--- src/rtl/qpm_pkg.sv ---
`timescale 1ns / 1ps

package qpm_pkg;

    // Number formats.
    localparam int FRACTION_BITS = 16;
    localparam int GAIN_SHIFT    = 12;
    localparam int Q30_SHIFT     = 30 - FRACTION_BITS;
    localparam int ATAN_LEN      = 24;

    // Datapath widths.
    localparam int MUL_A_W   = 40;
    localparam int MUL_B_W   = 24;
    localparam int PROD_W    = MUL_A_W + MUL_B_W;
    localparam int DIV_W     = 48;
    localparam int DEN_W     = 10;
    localparam int RADIX_BITS = 4;
    localparam int CORDIC_W  = 34;
    localparam int ROTOR_W   = 26;

    // Fixed constants, in Q30 and in the working format with FRACTION_BITS fraction bits.
    localparam longint PI_Q30      = 64'sd3373259426;
    localparam longint HALF_PI_Q30 = 64'sd1686629713;
    localparam longint PI_F        = (PI_Q30 + (64'sd1 <<< (Q30_SHIFT - 1))) >>> Q30_SHIFT;
    localparam longint G_F         = ((64'sd981 <<< FRACTION_BITS) + 64'sd50) / 64'sd100;
    localparam longint ROTOR_MAX   = 64'sd1000 <<< FRACTION_BITS;
    localparam longint ONE_F       = 64'sd1 <<< FRACTION_BITS;

    // Divisors used for rounding divisions, with half of each.
    localparam logic [DEN_W-1:0] DEN_AXIS      = 10'd100;
    localparam logic [DEN_W-1:0] DEN_AXIS_HALF = 10'd50;
    localparam logic [DEN_W-1:0] DEN_TILT      = 10'd981;
    localparam logic [DEN_W-1:0] DEN_TILT_HALF = 10'd490;

    // Operation codes.
    typedef enum logic [2:0] {
        OP_TICK    = 3'd0,
        OP_TAKEOFF = 3'd1,
        OP_LAND    = 3'd2,
        OP_HOVER   = 3'd3,
        OP_MOVE    = 3'd4
    } t_op;

    // Configuration register indexes.
    localparam logic [2:0] CFG_GAINS_X   = 3'd0;
    localparam logic [2:0] CFG_GAINS_Y   = 3'd1;
    localparam logic [2:0] CFG_GAINS_Z   = 3'd2;
    localparam logic [2:0] CFG_TAKEOFF   = 3'd3;
    localparam logic [2:0] CFG_LANDING   = 3'd4;
    localparam logic [2:0] CFG_THRESHOLD = 3'd5;
    localparam logic [2:0] CFG_INT_LIMIT = 3'd6;
    localparam logic [2:0] CFG_MASS      = 3'd7;

    // Sequencer states.
    typedef enum logic [4:0] {
        S_IDLE,
        S_ERR,
        S_IDIV,
        S_PID0,
        S_PID1,
        S_PID2,
        S_PID3,
        S_TILT0,
        S_TILT1,
        S_TILT2,
        S_THR0,
        S_THR1,
        S_QUAT0,
        S_QUAT1,
        S_QUAT2,
        S_QUAT3,
        S_QUAT4,
        S_CORD0,
        S_CORD1,
        S_WRAP,
        S_RATE,
        S_OUT
    } t_state;

    // Arctangent of 2^-i in Q30.
    function automatic logic signed [CORDIC_W-1:0] atan_entry(input logic [4:0] idx);
        logic signed [CORDIC_W-1:0] v;
        begin
            unique case (idx)
                5'd0:  v = 34'sd843314857;
                5'd1:  v = 34'sd497837829;
                5'd2:  v = 34'sd263043837;
                5'd3:  v = 34'sd133525159;
                5'd4:  v = 34'sd67021687;
                5'd5:  v = 34'sd33543516;
                5'd6:  v = 34'sd16775851;
                5'd7:  v = 34'sd8388437;
                5'd8:  v = 34'sd4194283;
                5'd9:  v = 34'sd2097149;
                5'd10: v = 34'sd1048576;
                5'd11: v = 34'sd524288;
                5'd12: v = 34'sd262144;
                5'd13: v = 34'sd131072;
                5'd14: v = 34'sd65536;
                5'd15: v = 34'sd32768;
                5'd16: v = 34'sd16384;
                5'd17: v = 34'sd8192;
                5'd18: v = 34'sd4096;
                5'd19: v = 34'sd2048;
                5'd20: v = 34'sd1024;
                5'd21: v = 34'sd512;
                5'd22: v = 34'sd256;
                5'd23: v = 34'sd128;
                default: v = '0;
            endcase
            return v;
        end
    endfunction

endpackage

--- src/rtl/qpm_mul.sv ---
`timescale 1ns / 1ps

module qpm_mul (
    input  logic                                  i_clk,
    input  logic signed [qpm_pkg::MUL_A_W-1:0]    i_a,
    input  logic signed [qpm_pkg::MUL_B_W-1:0]    i_b,
    output logic signed [qpm_pkg::PROD_W-1:0]     o_prod
);
    import qpm_pkg::*;

    logic signed [PROD_W-1:0] r_prod;

    // One signed product per cycle, registered.
    always_ff @(posedge i_clk) begin
        r_prod <= PROD_W'(i_a) * PROD_W'(i_b);
    end

    assign o_prod = r_prod;

endmodule

--- config.mk ---
export PLATFORM = sky130hd
export DESIGN_NAME = qpm_mul
export DESIGN_NICKNAME = d
export VERILOG_FILES = /design/src/rtl/qpm_pkg.sv /design/src/rtl/qpm_mul.sv
export SDC_FILE = /design/constraint.sdc
export NUM_CORES = 2
export LEC_CHECK = 0
export ABC_CLOCK_PERIOD_IN_PS = 19200
export BUFFER_PORTS_ARGS = -buffer_cell sky130_fd_sc_hd__buf_2
export CAP_MARGIN = 20
export CORE_UTILIZATION = 55
export CTS_BUF_LIST = sky130_fd_sc_hd__clkbuf_16
export CTS_CLUSTER_DIAMETER = 150
export CTS_CLUSTER_SIZE = 10
export DETAILED_ROUTE_END_ITERATION = 8
export PLACE_DENSITY_LB_ADDON = 0.08
export SYNTH_ARGS = -nofsm -noshare
export SYNTH_HDL_FRONTEND = slang
export SYNTH_SLANG_ARGS = --single-unit
export TNS_END_PERCENT = 30
--- constraint.sdc ---
create_clock -name i_clk -period 19.2 [get_ports i_clk]
set_input_delay 1.92 -clock i_clk [delete_from_list [all_inputs] [get_ports i_clk]]
set_output_delay 1.92 -clock i_clk [all_outputs]
set_load 0.005 [all_outputs]
==> impl_metrics.json <==
{
  "crit_type": "in2reg",
  "syn_area_mm2": 0.03426,
  "grt_overflow": 0,
  "finalCritPeriodShare": 0.4856,
  "rsz0062_at_grt": "false",
  "core-area_mm2": 0.06160,
  "final_cell_count_no_fill": 4546,
  "place_inst": 4528,
  "dp_slack_ns": 9.550,
  "crit_path_top_delay_cell": "fa_1",
  "drv_slew": 0,
  "syn_to_final_growth_pct": 3.996,
  "cts_setup_buffers": 0,
  "synth.distinct_cells": 64,
  "grt_pass1_vias": 26740,
  "drc": 0,
  "crit_path_end_kind": "register",
  "ys_ff_latch": 64,
  "grt_max_degree": 41,
  "hold_buffers": 0,
  "startpoint_type": "input port",
  "path_cells": "buf_2 > nand2_1 > inv_1 > fa_1 > fa_1 > inv_1 > fa_1 > inv_1 > fa_1 > fa_1 > fa_1 > inv_1 > fa_1 > inv_1 > ha_1 > a21o_1 > o21bai_1 > nand2_1 > or3b_2 > o211ai_1 > and3_1 > nand3b_1 > nand4b_1",
  "ant_nets": 0,
  "run_status": "finished, final reports clean",
  "start_util": 0.5561,
  "hold_viol": 0,
  "ys_async_sr_fraction": 0,
  "cp_max_fo": 40,
  "drive_above_1_share": 0.04505,
  "cts_made_buffers": 9,
  "final-setup-viol-count": 0,
  "synth_top_family_by_area": "adder cells",
  "placedInstanceArea_mm2": 0.03528,
  "dieHeight_um": 251.6,
  "synth_ff_type": "dfxtp_1",
  "tritoncts": "built",
  "grt_pass1_wl_mm": 148.8,
  "synth_edf_count": 0,
  "root_buffer": "clkbuf_16",
  "muxShareOfSynthArea": 0.0006209,
  "fin_nets": 4892,
  "synth_compound_area_frac": 0.04314,
  "cts_resized": 0,
  "whs_path_depth": 2,
  "drt-wirelength-per-cell_um": 20.35,
  "worst_ep_required_time_ns": 19.42,
  "syn_inst": 3747,
  "clk_pin_slew_ns": 0.06,
  "cpPeakStageDelay_ns": 0.81,
  "vias": 24430,
  "avgSynthCellArea_um2": 9.142,
  "drv_cap": 0,
  "firstDrtPassIters": 5,
  "yosys_warnings": 0,
  "totalWireLength_mm": 92.49,
  "synthXorXnorAreaFrac": 0.01687,
  "fillCellCount": 5662,
  "largest_reg_flops": 64,
  "grt_use_total": 0.3098,
  "fin_area_mm2": 0.03562,
  "tightest_slew_ns": 1.133,
  "die_w_um": 251.6,
  "io_pins": 129,
  "via_per_inst": 5.374,
  "rows": 91,
  "ys_seq_area_frac": 0.03740,
  "gp_congestion": 0.9527,
  "yosys.area_share.adder": 0.6211,
  "portBuffers": 128,
  "setup_tns_ns": 0,
  "antenna_found_initial": 1,
  "cp.arrival_ns": 9.54,
  "min_period_ns": 9.324,
  "path_common_cell": "fa_1",
  "relSlewSlack": 0.2445,
  "syn_nets": 4937,
  "min_path_type": "in2reg",
  "htree_levels": 3,
  "synth_simple_gate_area_frac": 0.1536,
  "cts.path.max_buffers": 2,
  "cts_sinks": 64,
  "dp_hpwl_mm": 73.58,
  "drt_iter0_markers": 1252,
  "final.setup.worst_slack_ns": 9.877,
  "die_area_mm2": 0.06328,
  "timing.fmax_mhz": 107.3
}
-- cell families after synthesis --
| group | after synthesis |
|---|---|
| buffers and inverters | 1160 |
| adders and majority gates | 1125 |
| and+or+nand+nor | 1109 |
| AOI/OAI and AO/OA | 221 |
| xor gates and xnor gates | 66 |
| DFF | 64 |
| muxes | 2 |
-- cell usage in the layout (no fill, tap or decap), types with 3 or more instances in the layout --
| master | n |
|---|---|
| a211oi_1 | 7 |
| a21o_1 | 31 |
| a21oi_1 | 68 |
| a31oi_1 | 11 |
| and2_1 | 366 |
| and3_1 | 5 |
| buf_2 | 128 |
| buf_4 | 8 |
| bufinv_16 | 3 |
| clkbuf_16 | 9 |
| dfxtp_1 | 64 |
| fa_1 | 959 |
| ha_1 | 166 |
| inv_1 | 968 |
| nand2_1 | 611 |
| nand2b_1 | 14 |
| nand3_1 | 9 |
| nand4_1 | 10 |
| nor2_1 | 62 |
| nor2b_1 | 9 |
| nor3_1 | 8 |
| o211ai_1 | 5 |
| o21a_1 | 10 |
| o21ai_0 | 36 |
| o21ai_1 | 3 |
| o21bai_1 | 17 |
| o41ai_1 | 3 |
| or3_1 | 3 |
| xnor2_1 | 48 |
| xor2_1 | 18 |
-- layer usage --
layer / global-route usage / share of wire
met1: 0.3903 / 0.38
met2: 0.5375 / 0.51
met3: 0.05891 / 0.071
met4: 0.1014 / 0.036
met5: 0 / 0
-- cells in the mapped netlist (all sizes together) (4+ instances only) --
cell    count  area share
a21oi      69       0.010
clkbuf    187       0.021
dfxtp      64       0.037
ha        166       0.061
o21ai      39      0.0057
o41ai       4      0.0012
nand2b     14      0.0026
a211oi     10      0.0031
buf         5     0.00073
and2      366       0.067
nand2     611       0.067
fa        959        0.56
a21o       31      0.0068
inv       968        0.11
nor3        8      0.0012
and3        5     0.00091
nand4      10      0.0018
o211ai      5      0.0011
xnor2      48       0.012
o21bai     17      0.0037
nand3       9      0.0013
nor2b       9      0.0016
xor2       18      0.0046
o21a       10      0.0022
a31oi      11      0.0020
nor2       62      0.0068
-- area by class of cell --
class | instances | area (um2) | area share
well taps | 837 | 1047 | 0.02940
inverters | 968 | 3633 | 0.1020
clock inverters | 7 | 118.9 | 0.003337
flip-flops and latches | 64 | 1281 | 0.03597
repair buffers | 136 | 700.7 | 0.01967
multi-input cells | 2523 | 28610 | 0.8032
clock buffers | 9 | 225.2 | 0.006322
diodes | 2 | 5.005 | 0.0001405
-- worst paths after layout --
kind,from,to,slack (ns)
setup / recovery,i_b[0],o_prod[63]$_DFF_P_,9.88
hold / removal,i_a[0],o_prod[0]$_DFF_P_,2.14
-- worst max-delay path: cells and delay by family --
family	cells	cell delay, ns
buffers and inverters	6	1.20
AND/OR/NAND/NOR	6	1.40
AO/OA/AOI/OAI	3	0.71
adder cells (fa/ha/maj)	8	4.22
-- stage by stage --
step	hold WS, ns	utilization
detailed placement	2.294	0.5727
finish	2.144	0.5783
global placement	2.294	0.5727
floorplan	2.047	-
global route	2.154	0.5783
CTS	2.133	0.5783
Power is left out: the tool's default activity adds up to more than one toggle a clock period on the data nets, which glitch-free logic cannot reach.
