**config.mk**
```make
export PLATFORM = sky130hd
export DESIGN_NAME = qpm_cordic
export DESIGN_NICKNAME = d
export VERILOG_FILES = /design/src/rtl/qpm_pkg.sv /design/src/rtl/qpm_cordic.sv
export SDC_FILE = /design/constraint.sdc
export NUM_CORES = 1
export LEC_CHECK = 0
export BUFFER_PORTS_ARGS = -buffer_cell sky130_fd_sc_hd__buf_2
export CAP_MARGIN = 0
export CORE_MARGIN = 2
export CORE_UTILIZATION = 63
export DETAILED_ROUTE_END_ITERATION = 12
export PLACE_DENSITY = 0.85
export SLEW_MARGIN = 20
export SYNTH_ARGS = -nofsm -noshare
export SYNTH_HDL_FRONTEND = slang
export SYNTH_SLANG_ARGS = --single-unit
```
**constraint.sdc**
```tcl
create_clock -name i_clk -period 6.8 [get_ports i_clk]
set_input_delay 1.02 -clock i_clk [delete_from_list [all_inputs] [get_ports i_clk]]
set_output_delay 1.02 -clock i_clk [all_outputs]
set_load 0.02 [all_outputs]
```
**src/rtl/qpm_pkg.sv**
```systemverilog
`timescale 1ns / 1ps

package qpm_pkg;

    // Number formats.
    localparam int FRACTION_BITS = 16;
    localparam int GAIN_SHIFT    = 12;
    localparam int Q30_SHIFT     = 30 - FRACTION_BITS;
    localparam int ATAN_LEN      = 24;

    // Datapath widths.
    localparam int MUL_A_W   = 40;
    localparam int MUL_B_W   = 24;
    localparam int PROD_W    = MUL_A_W + MUL_B_W;
    localparam int DIV_W     = 48;
    localparam int DEN_W     = 10;
    localparam int RADIX_BITS = 4;
    localparam int CORDIC_W  = 34;
    localparam int ROTOR_W   = 26;

    // Fixed constants, in Q30 and in the working format with FRACTION_BITS fraction bits.
    localparam longint PI_Q30      = 64'sd3373259426;
    localparam longint HALF_PI_Q30 = 64'sd1686629713;
    localparam longint PI_F        = (PI_Q30 + (64'sd1 <<< (Q30_SHIFT - 1))) >>> Q30_SHIFT;
    localparam longint G_F         = ((64'sd981 <<< FRACTION_BITS) + 64'sd50) / 64'sd100;
    localparam longint ROTOR_MAX   = 64'sd1000 <<< FRACTION_BITS;
    localparam longint ONE_F       = 64'sd1 <<< FRACTION_BITS;

    // Divisors used for rounding divisions, with half of each.
    localparam logic [DEN_W-1:0] DEN_AXIS      = 10'd100;
    localparam logic [DEN_W-1:0] DEN_AXIS_HALF = 10'd50;
    localparam logic [DEN_W-1:0] DEN_TILT      = 10'd981;
    localparam logic [DEN_W-1:0] DEN_TILT_HALF = 10'd490;

    // Operation codes.
    typedef enum logic [2:0] {
        OP_TICK    = 3'd0,
        OP_TAKEOFF = 3'd1,
        OP_LAND    = 3'd2,
        OP_HOVER   = 3'd3,
        OP_MOVE    = 3'd4
    } t_op;

    // Configuration register indexes.
    localparam logic [2:0] CFG_GAINS_X   = 3'd0;
    localparam logic [2:0] CFG_GAINS_Y   = 3'd1;
    localparam logic [2:0] CFG_GAINS_Z   = 3'd2;
    localparam logic [2:0] CFG_TAKEOFF   = 3'd3;
    localparam logic [2:0] CFG_LANDING   = 3'd4;
    localparam logic [2:0] CFG_THRESHOLD = 3'd5;
    localparam logic [2:0] CFG_INT_LIMIT = 3'd6;
    localparam logic [2:0] CFG_MASS      = 3'd7;

    // Sequencer states.
    typedef enum logic [4:0] {
        S_IDLE,
        S_ERR,
        S_IDIV,
        S_PID0,
        S_PID1,
        S_PID2,
        S_PID3,
        S_TILT0,
        S_TILT1,
        S_TILT2,
        S_THR0,
        S_THR1,
        S_QUAT0,
        S_QUAT1,
        S_QUAT2,
        S_QUAT3,
        S_QUAT4,
        S_CORD0,
        S_CORD1,
        S_WRAP,
        S_RATE,
        S_OUT
    } t_state;

    // Arctangent of 2^-i in Q30.
    function automatic logic signed [CORDIC_W-1:0] atan_entry(input logic [4:0] idx);
        logic signed [CORDIC_W-1:0] v;
        begin
            unique case (idx)
                5'd0:  v = 34'sd843314857;
                5'd1:  v = 34'sd497837829;
                5'd2:  v = 34'sd263043837;
                5'd3:  v = 34'sd133525159;
                5'd4:  v = 34'sd67021687;
                5'd5:  v = 34'sd33543516;
                5'd6:  v = 34'sd16775851;
                5'd7:  v = 34'sd8388437;
                5'd8:  v = 34'sd4194283;
                5'd9:  v = 34'sd2097149;
                5'd10: v = 34'sd1048576;
                5'd11: v = 34'sd524288;
                5'd12: v = 34'sd262144;
                5'd13: v = 34'sd131072;
                5'd14: v = 34'sd65536;
                5'd15: v = 34'sd32768;
                5'd16: v = 34'sd16384;
                5'd17: v = 34'sd8192;
                5'd18: v = 34'sd4096;
                5'd19: v = 34'sd2048;
                5'd20: v = 34'sd1024;
                5'd21: v = 34'sd512;
                5'd22: v = 34'sd256;
                5'd23: v = 34'sd128;
                default: v = '0;
            endcase
            return v;
        end
    endfunction

endpackage

```
**src/rtl/qpm_cordic.sv**
```systemverilog
`timescale 1ns / 1ps

module qpm_cordic #(
    parameter int CORDIC_STEPS = 16
) (
    input  logic                                   i_clk,
    input  logic                                   i_rst_n,
    input  logic                                   i_start,
    input  logic signed [31:0]                     i_y,
    input  logic signed [31:0]                     i_x,
    output logic                                   o_done,
    output logic signed [qpm_pkg::CORDIC_W-1:0]    o_angle
);
    import qpm_pkg::*;

    localparam int NSTEPS = (CORDIC_STEPS > ATAN_LEN) ? ATAN_LEN : CORDIC_STEPS;
    localparam int CNT_W  = $clog2(NSTEPS);

    logic signed [CORDIC_W-1:0] r_x;
    logic signed [CORDIC_W-1:0] r_y;
    logic signed [CORDIC_W-1:0] r_z;
    logic [CNT_W-1:0]           r_i;
    logic                       r_busy;
    logic                       r_done;

    logic signed [CORDIC_W-1:0] w_x0;
    logic signed [CORDIC_W-1:0] w_y0;
    logic signed [CORDIC_W-1:0] w_xs;
    logic signed [CORDIC_W-1:0] w_ys;
    logic signed [CORDIC_W-1:0] w_atan;
    logic                       w_zero;

    assign w_x0   = CORDIC_W'(i_x);
    assign w_y0   = CORDIC_W'(i_y);
    assign w_zero = (i_x == '0) && (i_y == '0);
    assign w_xs   = r_x >>> r_i;
    assign w_ys   = r_y >>> r_i;
    assign w_atan = atan_entry(5'(r_i));

    // Control registers.
    always_ff @(posedge i_clk) begin
        if (!i_rst_n) begin
            r_busy <= 1'b0;
            r_done <= 1'b0;
            r_i    <= '0;
        end else begin
            r_done <= 1'b0;
            if (i_start) begin
                r_i <= '0;
                if (w_zero) begin
                    r_done <= 1'b1;
                end else begin
                    r_busy <= 1'b1;
                end
            end else if (r_busy) begin
                r_i <= r_i + 1'b1;
                if (r_i == CNT_W'(NSTEPS - 1)) begin
                    r_busy <= 1'b0;
                    r_done <= 1'b1;
                end
            end
        end
    end

    // Vector rotation: pre-rotate into the right half plane, then one step a cycle.
    always_ff @(posedge i_clk) begin
        if (i_start) begin
            if (w_zero) begin
                r_x <= '0;
                r_y <= '0;
                r_z <= '0;
            end else if (w_x0 < 0) begin
                if (w_y0 >= 0) begin
                    r_x <= w_y0;
                    r_y <= -w_x0;
                    r_z <= CORDIC_W'(HALF_PI_Q30);
                end else begin
                    r_x <= -w_y0;
                    r_y <= w_x0;
                    r_z <= -CORDIC_W'(HALF_PI_Q30);
                end
            end else begin
                r_x <= w_x0;
                r_y <= w_y0;
                r_z <= '0;
            end
        end else if (r_busy) begin
            if (r_y >= 0) begin
                r_x <= r_x + w_ys;
                r_y <= r_y - w_xs;
                r_z <= r_z + w_atan;
            end else begin
                r_x <= r_x - w_ys;
                r_y <= r_y + w_xs;
                r_z <= r_z - w_atan;
            end
        end
    end

    assign o_done  = r_done;
    assign o_angle = r_z;

endmodule

```
==> flow_metrics.tcl <==
set metrics [dict create \
    drv_cap 0 \
    grt-ovfl-total 0 \
    cp.required_ns 6.97 \
    wl_met1_um 23100 \
    drc 0 \
    num_io_pins 102 \
    grt_pass1_vias 16300 \
    fp.dieH_um 172 \
    cp_max_fo 44 \
    gp_congestion 1.04 \
    wl_per_cell_um 22.1 \
    cp_data_arrival_time_ns 6.54 \
    finalCritPeriodShare_pct 93.6 \
    grt_max_degree 83 \
    yosys_warnings 0 \
    cts_tree "built" \
    synth.distinct_cells 98 \
    htree_levels 4 \
    setup_ws_ns 0.436 \
    fmax_ghz 0.157 \
    yosysTopAreaCell "edfxtp_1" \
    syn_inst 2138 \
    routed.top_layer "met5" \
    place_worst_setup_slack_ns 0.481 \
    avgSynthCellArea_um2 8.29 \
    detailed_place_hpwl_um 42700 \
    syn-cell-area_um2 17700 \
    wl_met2_um 25600 \
    drive_above_1_share_pct 13.5 \
    syn_nets 2321 \
    first_pass_iters 6 \
    crit_path_start_kind "register" \
    period_needed_ns 6.36 \
    vias 17600 \
    hold_class "reg -> reg" \
    numCtsBuffers 17 \
    synthFlopType "edfxtp_1" \
    relSlewSlack_pct 18.4 \
    run_status "complete, no violations" \
    slew_violations 0 \
    synth_edf_count 102 \
    nNetsFinal 2354 \
    finalSetupViolations 0 \
    clockRootBuffer "clkbuf_16" \
    die_area_um2 29500 \
    synth.top_cell.area_share_pct 17.3 \
    route.met3.wl_um 5570 \
    rows 61 \
    worst_slew_pin_slew_ns 1.21 \
    dieWidth_um 172 \
    antenna_cells 0 \
    layout_common_cells "nand2_1, o21ai_0, a21oi_1, nor2_1, xnor2_1" \
    ys_seq_elements 136 \
    initial_core_util_pct 63.8 \
    skew_ns 0.0129 \
    grt_antenna_before_repair 2 \
    core_area_um2 27800 \
    synthToLayoutAreaGrowth_pct 6.51 \
    synth_area_leaders "edfxtp_1, ha_1, o21ai_0, mux4_2, xnor2_1" \
    grt_pass1_wl_um 88100 \
    hold_buffers 0 \
    synthArstFlopShare_pct 0 \
    port_buffers 101 \
    ant_nets 0 \
    cts_max_path_buffers 2 \
    endpoint_kind "register" \
    clock-sinks 136 \
    critPathKind "reg -> reg" \
    finalSetupTns_ns 0 \
    rsz0062_at_grt "false" \
    ys_seq_area_share_pct 21.1 \
    insertion_delay_ns 0.45 \
    final_hold_viol_count 0 \
    drt-initial-drc-count 2140 \
    routed_wl_um 56500 \
    vias_per_cell 6.86 \
    path_clk_slew_ns 0.07 \
    grt_usage_pct 38.3 \
]
[stage by stage]
step | cell area (um2) | cells | hold slack (ns) | util [%]
after global placement | 18300 | 2528 | 0.653 | 65.9
final | 18900 | 2562 | 0.692 | 68.0
after global routing | 18900 | 2562 | 0.713 | 68.0
after detailed placement | 18300 | 2528 | 0.666 | 65.9
after floorplan | 17700 | 2138 | 0.581 | -
after CTS | 18900 | 2560 | 0.685 | 67.9
[what timing repair did]
action,in CTS,in global routing
endpoints found under the setup margin,0,2
resized for setup,0,1
buffers inserted,0,2
[sequential cells by signal (all words and copies together), names as in the netlist]
signal   cells
o_angle     34
o_done       1
r_busy       1
r_i          4
r_x         34
r_y         34
w_atan      28
[layout make-up]
class                      instances  area [um2]
timing repair buffer             127         718
clock buffer                      18         429
sequential                       136        3750
clock inverter                    14         131
multi-input combinational       1824       13100
tap                              378         473
fill                            2397        8890
inverter                          65         244
[cell usage after synthesis (7+ instances only)]
library cell,number
a211oi_1,18
a21o_1,36
a21oi_1,144
a22oi_1,11
a31oi_1,17
and2_1,7
and3_1,10
buf_1,10
buf_2,12
buf_4,8
buf_6,8
clkbuf_1,66
dfxtp_1,34
edfxtp_1,102
ha_1,113
inv_1,64
mux2_2,40
mux2i_1,44
mux4_1,11
mux4_2,49
nand2_1,248
nand2b_1,30
nand3_1,59
nand4_1,10
nor2_1,126
nor2b_1,17
nor3_1,43
nor4_1,13
o211ai_1,19
o21a_1,8
o21ai_0,248
o21bai_1,11
o22ai_1,61
o31ai_1,25
o41ai_1,18
or2_2,11
or3_1,28
or4_1,13
xnor2_1,118
xor2_1,106
[logic make-up after synthesis]
kind of cell	share of synthesized area, %
compound gates	24.1
xor+xnor	11.2
fa+ha+maj	8.31
buf+inv	4.93
flops	21.1
mux	13.1
simple gates	17.3
[final timing paths]
path	from	end	slack, ns	depth (start not counted)
worst max-delay path	r_i[3]$_SDFFE_PP0P_	r_x[33]$_DFFE_PP_	0.44	21
worst max register to register	r_i[3]$_SDFFE_PP0P_	r_x[33]$_DFFE_PP_	0.44	21
worst min-delay path	r_busy$_SDFFE_PN0P_	r_i[0]$_SDFFE_PP0P_	0.69	2
worst min register to register	r_busy$_SDFFE_PN0P_	r_i[0]$_SDFFE_PP0P_	0.69	2
[per-layer routing]
layer  global-route usage (%)  vias up
met5                        0        -
met4                     16.0        2
met3                     7.85      158
met2                     61.5      981
met1                     50.3     8315
li1                         -     8116
[critical path, stage by stage, from the launching register on]
cell and delay [ns]:
dfxtp_4 0.70, buf_4 0.32, buf_4 0.44, mux4_1 0.41, mux2i_1 0.20, o221ai_1 0.24
or3_1 0.47, nand2b_4 0.18, o21ai_0 0.25, xor2_1 0.12, ha_1 0.42, nand3_1 0.12
nor4_1 0.44, o311ai_1 0.26, o2111ai_1 0.28, a31oi_1 0.22, o21ai_0 0.28, buf_4 0.18
a31oi_1 0.13, a21oi_1 0.18, xnor2_1 0.13, nor2_1 0.05
Power is left out: the tool's default activity adds up to more than one toggle a clock period on the data nets, which glitch-free logic cannot reach.
