File: config.mk
export PLATFORM = sky130hd
export DESIGN_NAME = qpm_div
export DESIGN_NICKNAME = d
export VERILOG_FILES = /design/src/rtl/qpm_pkg.sv /design/src/rtl/qpm_div.sv
export SDC_FILE = /design/constraint.sdc
export NUM_CORES = 1
export LEC_CHECK = 0
export BUFFER_PORTS_ARGS = -buffer_cell sky130_fd_sc_hd__buf_2
export CAP_MARGIN = 10
export CELL_PAD_IN_SITES_DETAIL_PLACEMENT = 0
export CELL_PAD_IN_SITES_GLOBAL_PLACEMENT = 1
export CORE_ASPECT_RATIO = 0.75
export CORE_MARGIN = 3
export CORE_UTILIZATION = 30
export DETAILED_ROUTE_END_ITERATION = 7
export GPL_TIMING_DRIVEN = 0
export PLACE_DENSITY_LB_ADDON = 0.05
export SLEW_MARGIN = 20
export SYNTH_ARGS = -nofsm -noshare
export SYNTH_HDL_FRONTEND = slang
export SYNTH_SLANG_ARGS = --single-unit
File: constraint.sdc
create_clock -name i_clk -period 9.9 [get_ports i_clk]
set_input_delay 1.98 -clock i_clk [delete_from_list [all_inputs] [get_ports i_clk]]
set_output_delay 1.98 -clock i_clk [all_outputs]
set_load 0.03 [all_outputs]
File: src/rtl/qpm_pkg.sv
`timescale 1ns / 1ps

package qpm_pkg;

    // Number formats.
    localparam int FRACTION_BITS = 16;
    localparam int GAIN_SHIFT    = 12;
    localparam int Q30_SHIFT     = 30 - FRACTION_BITS;
    localparam int ATAN_LEN      = 24;

    // Datapath widths.
    localparam int MUL_A_W   = 40;
    localparam int MUL_B_W   = 24;
    localparam int PROD_W    = MUL_A_W + MUL_B_W;
    localparam int DIV_W     = 48;
    localparam int DEN_W     = 10;
    localparam int RADIX_BITS = 4;
    localparam int CORDIC_W  = 34;
    localparam int ROTOR_W   = 26;

    // Fixed constants, in Q30 and in the working format with FRACTION_BITS fraction bits.
    localparam longint PI_Q30      = 64'sd3373259426;
    localparam longint HALF_PI_Q30 = 64'sd1686629713;
    localparam longint PI_F        = (PI_Q30 + (64'sd1 <<< (Q30_SHIFT - 1))) >>> Q30_SHIFT;
    localparam longint G_F         = ((64'sd981 <<< FRACTION_BITS) + 64'sd50) / 64'sd100;
    localparam longint ROTOR_MAX   = 64'sd1000 <<< FRACTION_BITS;
    localparam longint ONE_F       = 64'sd1 <<< FRACTION_BITS;

    // Divisors used for rounding divisions, with half of each.
    localparam logic [DEN_W-1:0] DEN_AXIS      = 10'd100;
    localparam logic [DEN_W-1:0] DEN_AXIS_HALF = 10'd50;
    localparam logic [DEN_W-1:0] DEN_TILT      = 10'd981;
    localparam logic [DEN_W-1:0] DEN_TILT_HALF = 10'd490;

    // Operation codes.
    typedef enum logic [2:0] {
        OP_TICK    = 3'd0,
        OP_TAKEOFF = 3'd1,
        OP_LAND    = 3'd2,
        OP_HOVER   = 3'd3,
        OP_MOVE    = 3'd4
    } t_op;

    // Configuration register indexes.
    localparam logic [2:0] CFG_GAINS_X   = 3'd0;
    localparam logic [2:0] CFG_GAINS_Y   = 3'd1;
    localparam logic [2:0] CFG_GAINS_Z   = 3'd2;
    localparam logic [2:0] CFG_TAKEOFF   = 3'd3;
    localparam logic [2:0] CFG_LANDING   = 3'd4;
    localparam logic [2:0] CFG_THRESHOLD = 3'd5;
    localparam logic [2:0] CFG_INT_LIMIT = 3'd6;
    localparam logic [2:0] CFG_MASS      = 3'd7;

    // Sequencer states.
    typedef enum logic [4:0] {
        S_IDLE,
        S_ERR,
        S_IDIV,
        S_PID0,
        S_PID1,
        S_PID2,
        S_PID3,
        S_TILT0,
        S_TILT1,
        S_TILT2,
        S_THR0,
        S_THR1,
        S_QUAT0,
        S_QUAT1,
        S_QUAT2,
        S_QUAT3,
        S_QUAT4,
        S_CORD0,
        S_CORD1,
        S_WRAP,
        S_RATE,
        S_OUT
    } t_state;

    // Arctangent of 2^-i in Q30.
    function automatic logic signed [CORDIC_W-1:0] atan_entry(input logic [4:0] idx);
        logic signed [CORDIC_W-1:0] v;
        begin
            unique case (idx)
                5'd0:  v = 34'sd843314857;
                5'd1:  v = 34'sd497837829;
                5'd2:  v = 34'sd263043837;
                5'd3:  v = 34'sd133525159;
                5'd4:  v = 34'sd67021687;
                5'd5:  v = 34'sd33543516;
                5'd6:  v = 34'sd16775851;
                5'd7:  v = 34'sd8388437;
                5'd8:  v = 34'sd4194283;
                5'd9:  v = 34'sd2097149;
                5'd10: v = 34'sd1048576;
                5'd11: v = 34'sd524288;
                5'd12: v = 34'sd262144;
                5'd13: v = 34'sd131072;
                5'd14: v = 34'sd65536;
                5'd15: v = 34'sd32768;
                5'd16: v = 34'sd16384;
                5'd17: v = 34'sd8192;
                5'd18: v = 34'sd4096;
                5'd19: v = 34'sd2048;
                5'd20: v = 34'sd1024;
                5'd21: v = 34'sd512;
                5'd22: v = 34'sd256;
                5'd23: v = 34'sd128;
                default: v = '0;
            endcase
            return v;
        end
    endfunction

endpackage

File: src/rtl/qpm_div.sv
`timescale 1ns / 1ps

module qpm_div (
    input  logic                                i_clk,
    input  logic                                i_rst_n,
    input  logic                                i_start,
    input  logic signed [qpm_pkg::DIV_W-1:0]    i_num,
    input  logic        [qpm_pkg::DEN_W-1:0]    i_den,
    input  logic        [qpm_pkg::DEN_W-1:0]    i_half,
    output logic                                o_done,
    output logic signed [qpm_pkg::DIV_W-1:0]    o_quot
);
    import qpm_pkg::*;

    localparam int DIV_STEPS = DIV_W / RADIX_BITS;
    localparam int CNT_W     = $clog2(DIV_STEPS);

    logic [DIV_W-1:0]        r_work;
    logic [DEN_W-1:0]        r_rem;
    logic [DEN_W-1:0]        r_den;
    logic                    r_neg;
    logic [CNT_W-1:0]        r_cnt;
    logic                    r_busy;
    logic                    r_done;
    logic signed [DIV_W-1:0] r_quot;

    logic [DIV_W-1:0]        n_work;
    logic [DEN_W-1:0]        n_rem;
    logic [DIV_W-1:0]        w_mag;
    logic [DEN_W:0]          w_trial;

    // Magnitude plus half the divisor gives rounding to nearest, ties away from zero.
    assign w_mag = (i_num < 0 ? DIV_W'(-i_num) : DIV_W'(i_num)) + DIV_W'(i_half);

    // Restoring division, RADIX_BITS quotient bits per cycle on a narrow remainder.
    always_comb begin
        n_work = r_work;
        n_rem  = r_rem;
        w_trial = '0;
        for (int k = 0; k < RADIX_BITS; k++) begin
            w_trial = {n_rem, n_work[DIV_W-1]};
            n_work  = {n_work[DIV_W-2:0], 1'b0};
            if (w_trial >= {1'b0, r_den}) begin
                n_rem     = DEN_W'(w_trial - {1'b0, r_den});
                n_work[0] = 1'b1;
            end else begin
                n_rem = w_trial[DEN_W-1:0];
            end
        end
    end

    // Control registers.
    always_ff @(posedge i_clk) begin
        if (!i_rst_n) begin
            r_busy <= 1'b0;
            r_done <= 1'b0;
            r_cnt  <= '0;
        end else begin
            r_done <= 1'b0;
            if (i_start) begin
                r_busy <= 1'b1;
                r_cnt  <= CNT_W'(DIV_STEPS - 1);
            end else if (r_busy) begin
                r_cnt <= r_cnt - 1'b1;
                if (r_cnt == '0) begin
                    r_busy <= 1'b0;
                    r_done <= 1'b1;
                end
            end
        end
    end

    // Working registers.
    always_ff @(posedge i_clk) begin
        if (i_start) begin
            r_work <= w_mag;
            r_rem  <= '0;
            r_den  <= i_den;
            r_neg  <= (i_num < 0);
        end else if (r_busy) begin
            r_work <= n_work;
            r_rem  <= n_rem;
            if (r_cnt == '0) begin
                r_quot <= r_neg ? -$signed(n_work) : $signed(n_work);
            end
        end
    end

    assign o_done = r_done;
    assign o_quot = r_quot;

endmodule

==> flow_metrics.tcl <==
set metrics [dict create \
    maxSlewViolCount 0 \
    dieWidth_um 224 \
    timing.rr.end "o_quot[40]" \
    drive_above_1_share_pct 21.0 \
    power_leakage_nw 4.80 \
    fmax_ghz 0.106 \
    multiInputGateArea_um2 6940 \
    first_iter_violations 780 \
    dpl_cell_area_um2 11900 \
    r2r-start "r_den[5]" \
    synth_ff_type "edfxtp_1" \
    routedWlPerCell_um 23.1 \
    post-place-cells 1739 \
    ys_seq_area_share_pct 33.0 \
    cp-start-kind "flop" \
    ioPinCount 120 \
    worstMarginPinSlew_ns 1.22 \
    synth_area_um2 10700 \
    core_um2 34900 \
    min_to "r_rem[1]" \
    fin_nets 1444 \
    synth_area_leaders "edfxtp_1 30%, xnor2_1 7.5%, ha_1 6.2%" \
    wl_um 41200 \
    start_util_pct 30.6 \
    cp_common_cell "ha_1" \
    clockBufferDepth 2 \
    drtPass1Iterations 5 \
    syn_nets 1296 \
    synthArstFlopShare_pct 0 \
    cts_buffers 17 \
    synth_top_area_share_pct 30.0 \
    htree_levels 4 \
    worstPathRequired_ns 10.07 \
    critical_path_class "flop to flop" \
    yosys.area_share.simple_pct 19.6 \
    finalHoldViolCount 0 \
    vias_per_cell 5.49 \
    hp-class "flop to flop" \
    outcome "finished clean" \
    max_slew_margin_pct 18.1 \
    drc 0 \
    power_density_nw_per_um2 382 \
    seq_area_um2 3530 \
    synth_enable_flop_cells 107 \
    synth_compound_area_share_pct 19.5 \
    clkTransAtPathRegs_ns 0.06 \
    ys_ff_latch 123 \
    arrival_ns 9.62 \
    finalSetupTns_ns 0 \
    setup_viol 0 \
    cp_top_family "compound AO/OA/AOI/OAI gates" \
    yosysMostFrequentCell "edfxtp_1" \
    startpoint "r_den[5]" \
    syn_to_final_growth_pct 20.4 \
    maxCapViolCount 0 \
    grt-ovfl-total 0 \
    synth_top_area_cell "edfxtp_1" \
    final_area_um2 12900 \
    gp_congestion 0.885 \
    path_buf_inv 8 \
    fill_cells 3656 \
    critPathCaptureType "flop" \
    ys_top_cells_by_count "107 x edfxtp_1, 92 x xnor2_1, 74 x nand2_1" \
    grt_pass1_wl_um 60800 \
    synth-xor-area-share_pct 11.8 \
    peakVddDrop_v 0.000325 \
    min_period_over_period_pct 95.5 \
    holdPathStages 2 \
    dp_hpwl_um 32400 \
    final_cells 1786 \
    finalClockSkew_ns 0.0102 \
    rrSetupSlack_ns 0.45 \
    avgSynthCellArea_um2 9.17 \
    cpPeakStageDelay_ns 0.49 \
    port_buffers 112 \
    synthAdderAreaFrac_pct 7.13 \
    ant_nets 0 \
    synth_top_family_by_area "simple AND/OR/NAND/NOR gates" \
    rows 59 \
    rsz0062_at_grt "false" \
    grt_pass1_vias 9232 \
    cts-root-buf "clkbuf_16" \
    ys_warn_count 0 \
    hold_path.startpoint "r_rem[1]" \
    die-height_um 170 \
    num_vias 9803 \
    synth_cells 1167 \
    cp_slowest_cell "ha_2" \
    clock_sinks 123 \
    insertion_delay_ns 0.43 \
    cts_tree "done" \
    worstPathMaxFanout 10 \
    grt_max_degree 26 \
    grt_usage_pct 21.4 \
    period_needed_ns 9.45 \
    die_area_um2 38000 \
    synthDistinctLibCells 84 \
    reg2regPathDepth 40 \
    muxShareOfSynthArea_pct 4.93 \
    antenna_found_initial 1 \
]
-- state kept, by name (all words and copies together), names as in the netlist --
signal / flops
o_quot: 48
r_rem: 10
r_busy: 1
r_cnt: 4
r_den: 10
r_work: 48
r_neg: 1
o_done: 1
-- cell families (layout without fill, tap and decap cells) --
group,Yosys count,count (layout)
other,0,1
adder cells (fa/ha/maj),58,58
multiplexers,48,48
AND/OR/NAND/NOR,381,381
XOR/XNOR,144,144
AO/OA/AOI/OAI,303,303
flip-flops,123,123
buffers and inverters,110,271
-- tightest hold or removal path, delay by kind of cell, from the launching register on --
| kind | cells | cell delay [ns] |
|---|---|---|
| DFF | 1 | 0.33 |
| AOI/OAI and AO/OA | 1 | 0.09 |
| and+or+nand+nor | 1 | 0.06 |
-- layout by cell type, fill, tap and decap left out, types with 30 or more instances in the layout --
cell type / synthesis / final
buf_2: 3 / 115
edfxtp_1: 107 / 107
xnor2_1: 92 / 92
nand2_1: 74 / 72
nor2_1: 72 / 70
xor2_1: 52 / 52
ha_1: 53 / 50
o21ai_0: 54 / 49
a21oi_1: 51 / 49
inv_1: 55 / 44
mux2_2: 38 / 38
clkbuf_1: 41 / 35
nor3_1: 30 / 30
-- worst max path at each step --
stage,slack (ns),endpoint,depth (start not counted)
CTS,0.03,o_quot[44],41
finish,0.45,o_quot[40],40
global route,0.03,o_quot[42],40
global placement,-3.84,o_quot[40],45
floorplan,0.01,o_quot[40],44
detailed placement,-3.77,o_quot[40],45
-- metrics by stage --
stage	hold WS [ns]	power, mW	setup WS [ns]	util (%)
floorplan	0.460	2.82	0.0115	-
global placement	0.509	3.81	-3.84	33.9
detailed placement	0.539	3.79	-3.77	34.1
CTS	0.549	4.67	0.0291	36.4
global route	0.575	5.23	0.0296	36.9
finish	0.546	4.92	0.445	36.9
-- report_power, final --
| group | leakage, nW | internal [mW] | switching (mW) |
|---|---|---|---|
| sequential | 1.15 | 0.679 | 0.0724 |
| combinational | 3.35 | 1.32 | 2.17 |
| clock | 0.295 | 0.418 | 0.254 |
| total | 4.80 | 2.42 | 2.50 |
-- per-layer routing --
layer  GRT usage (%)  wire [um]  share of wire, %  vias to the layer above
met5               0          0                 0                        -
met4            4.14        424               1.0                        0
met3            3.44       2420               5.9                       25
met2            28.1      15800                38                      296
met1            35.8      22600                55                     4767
li1                -          -                 -                     4715
-- layout make-up --
cell class              instances  area share, %
flip-flops and latches        123           27.4
diodes                          1         0.0194
clock buffers                  18           3.33
multi-input cells             934           53.9
plain buffers                  46           1.62
clock inverters                14           1.37
well taps                     457           4.44
repair buffers                134           6.01
inverters                      59           1.90
-- what timing repair did --
action	CTS	global route
hold buffers	0	0
pin swaps	4	4
hold endpoints to repair	0	0
buffers inserted	7	12
resized for setup	39	29
setup endpoints to repair	59	38
(Power assumes the default switching activity.)
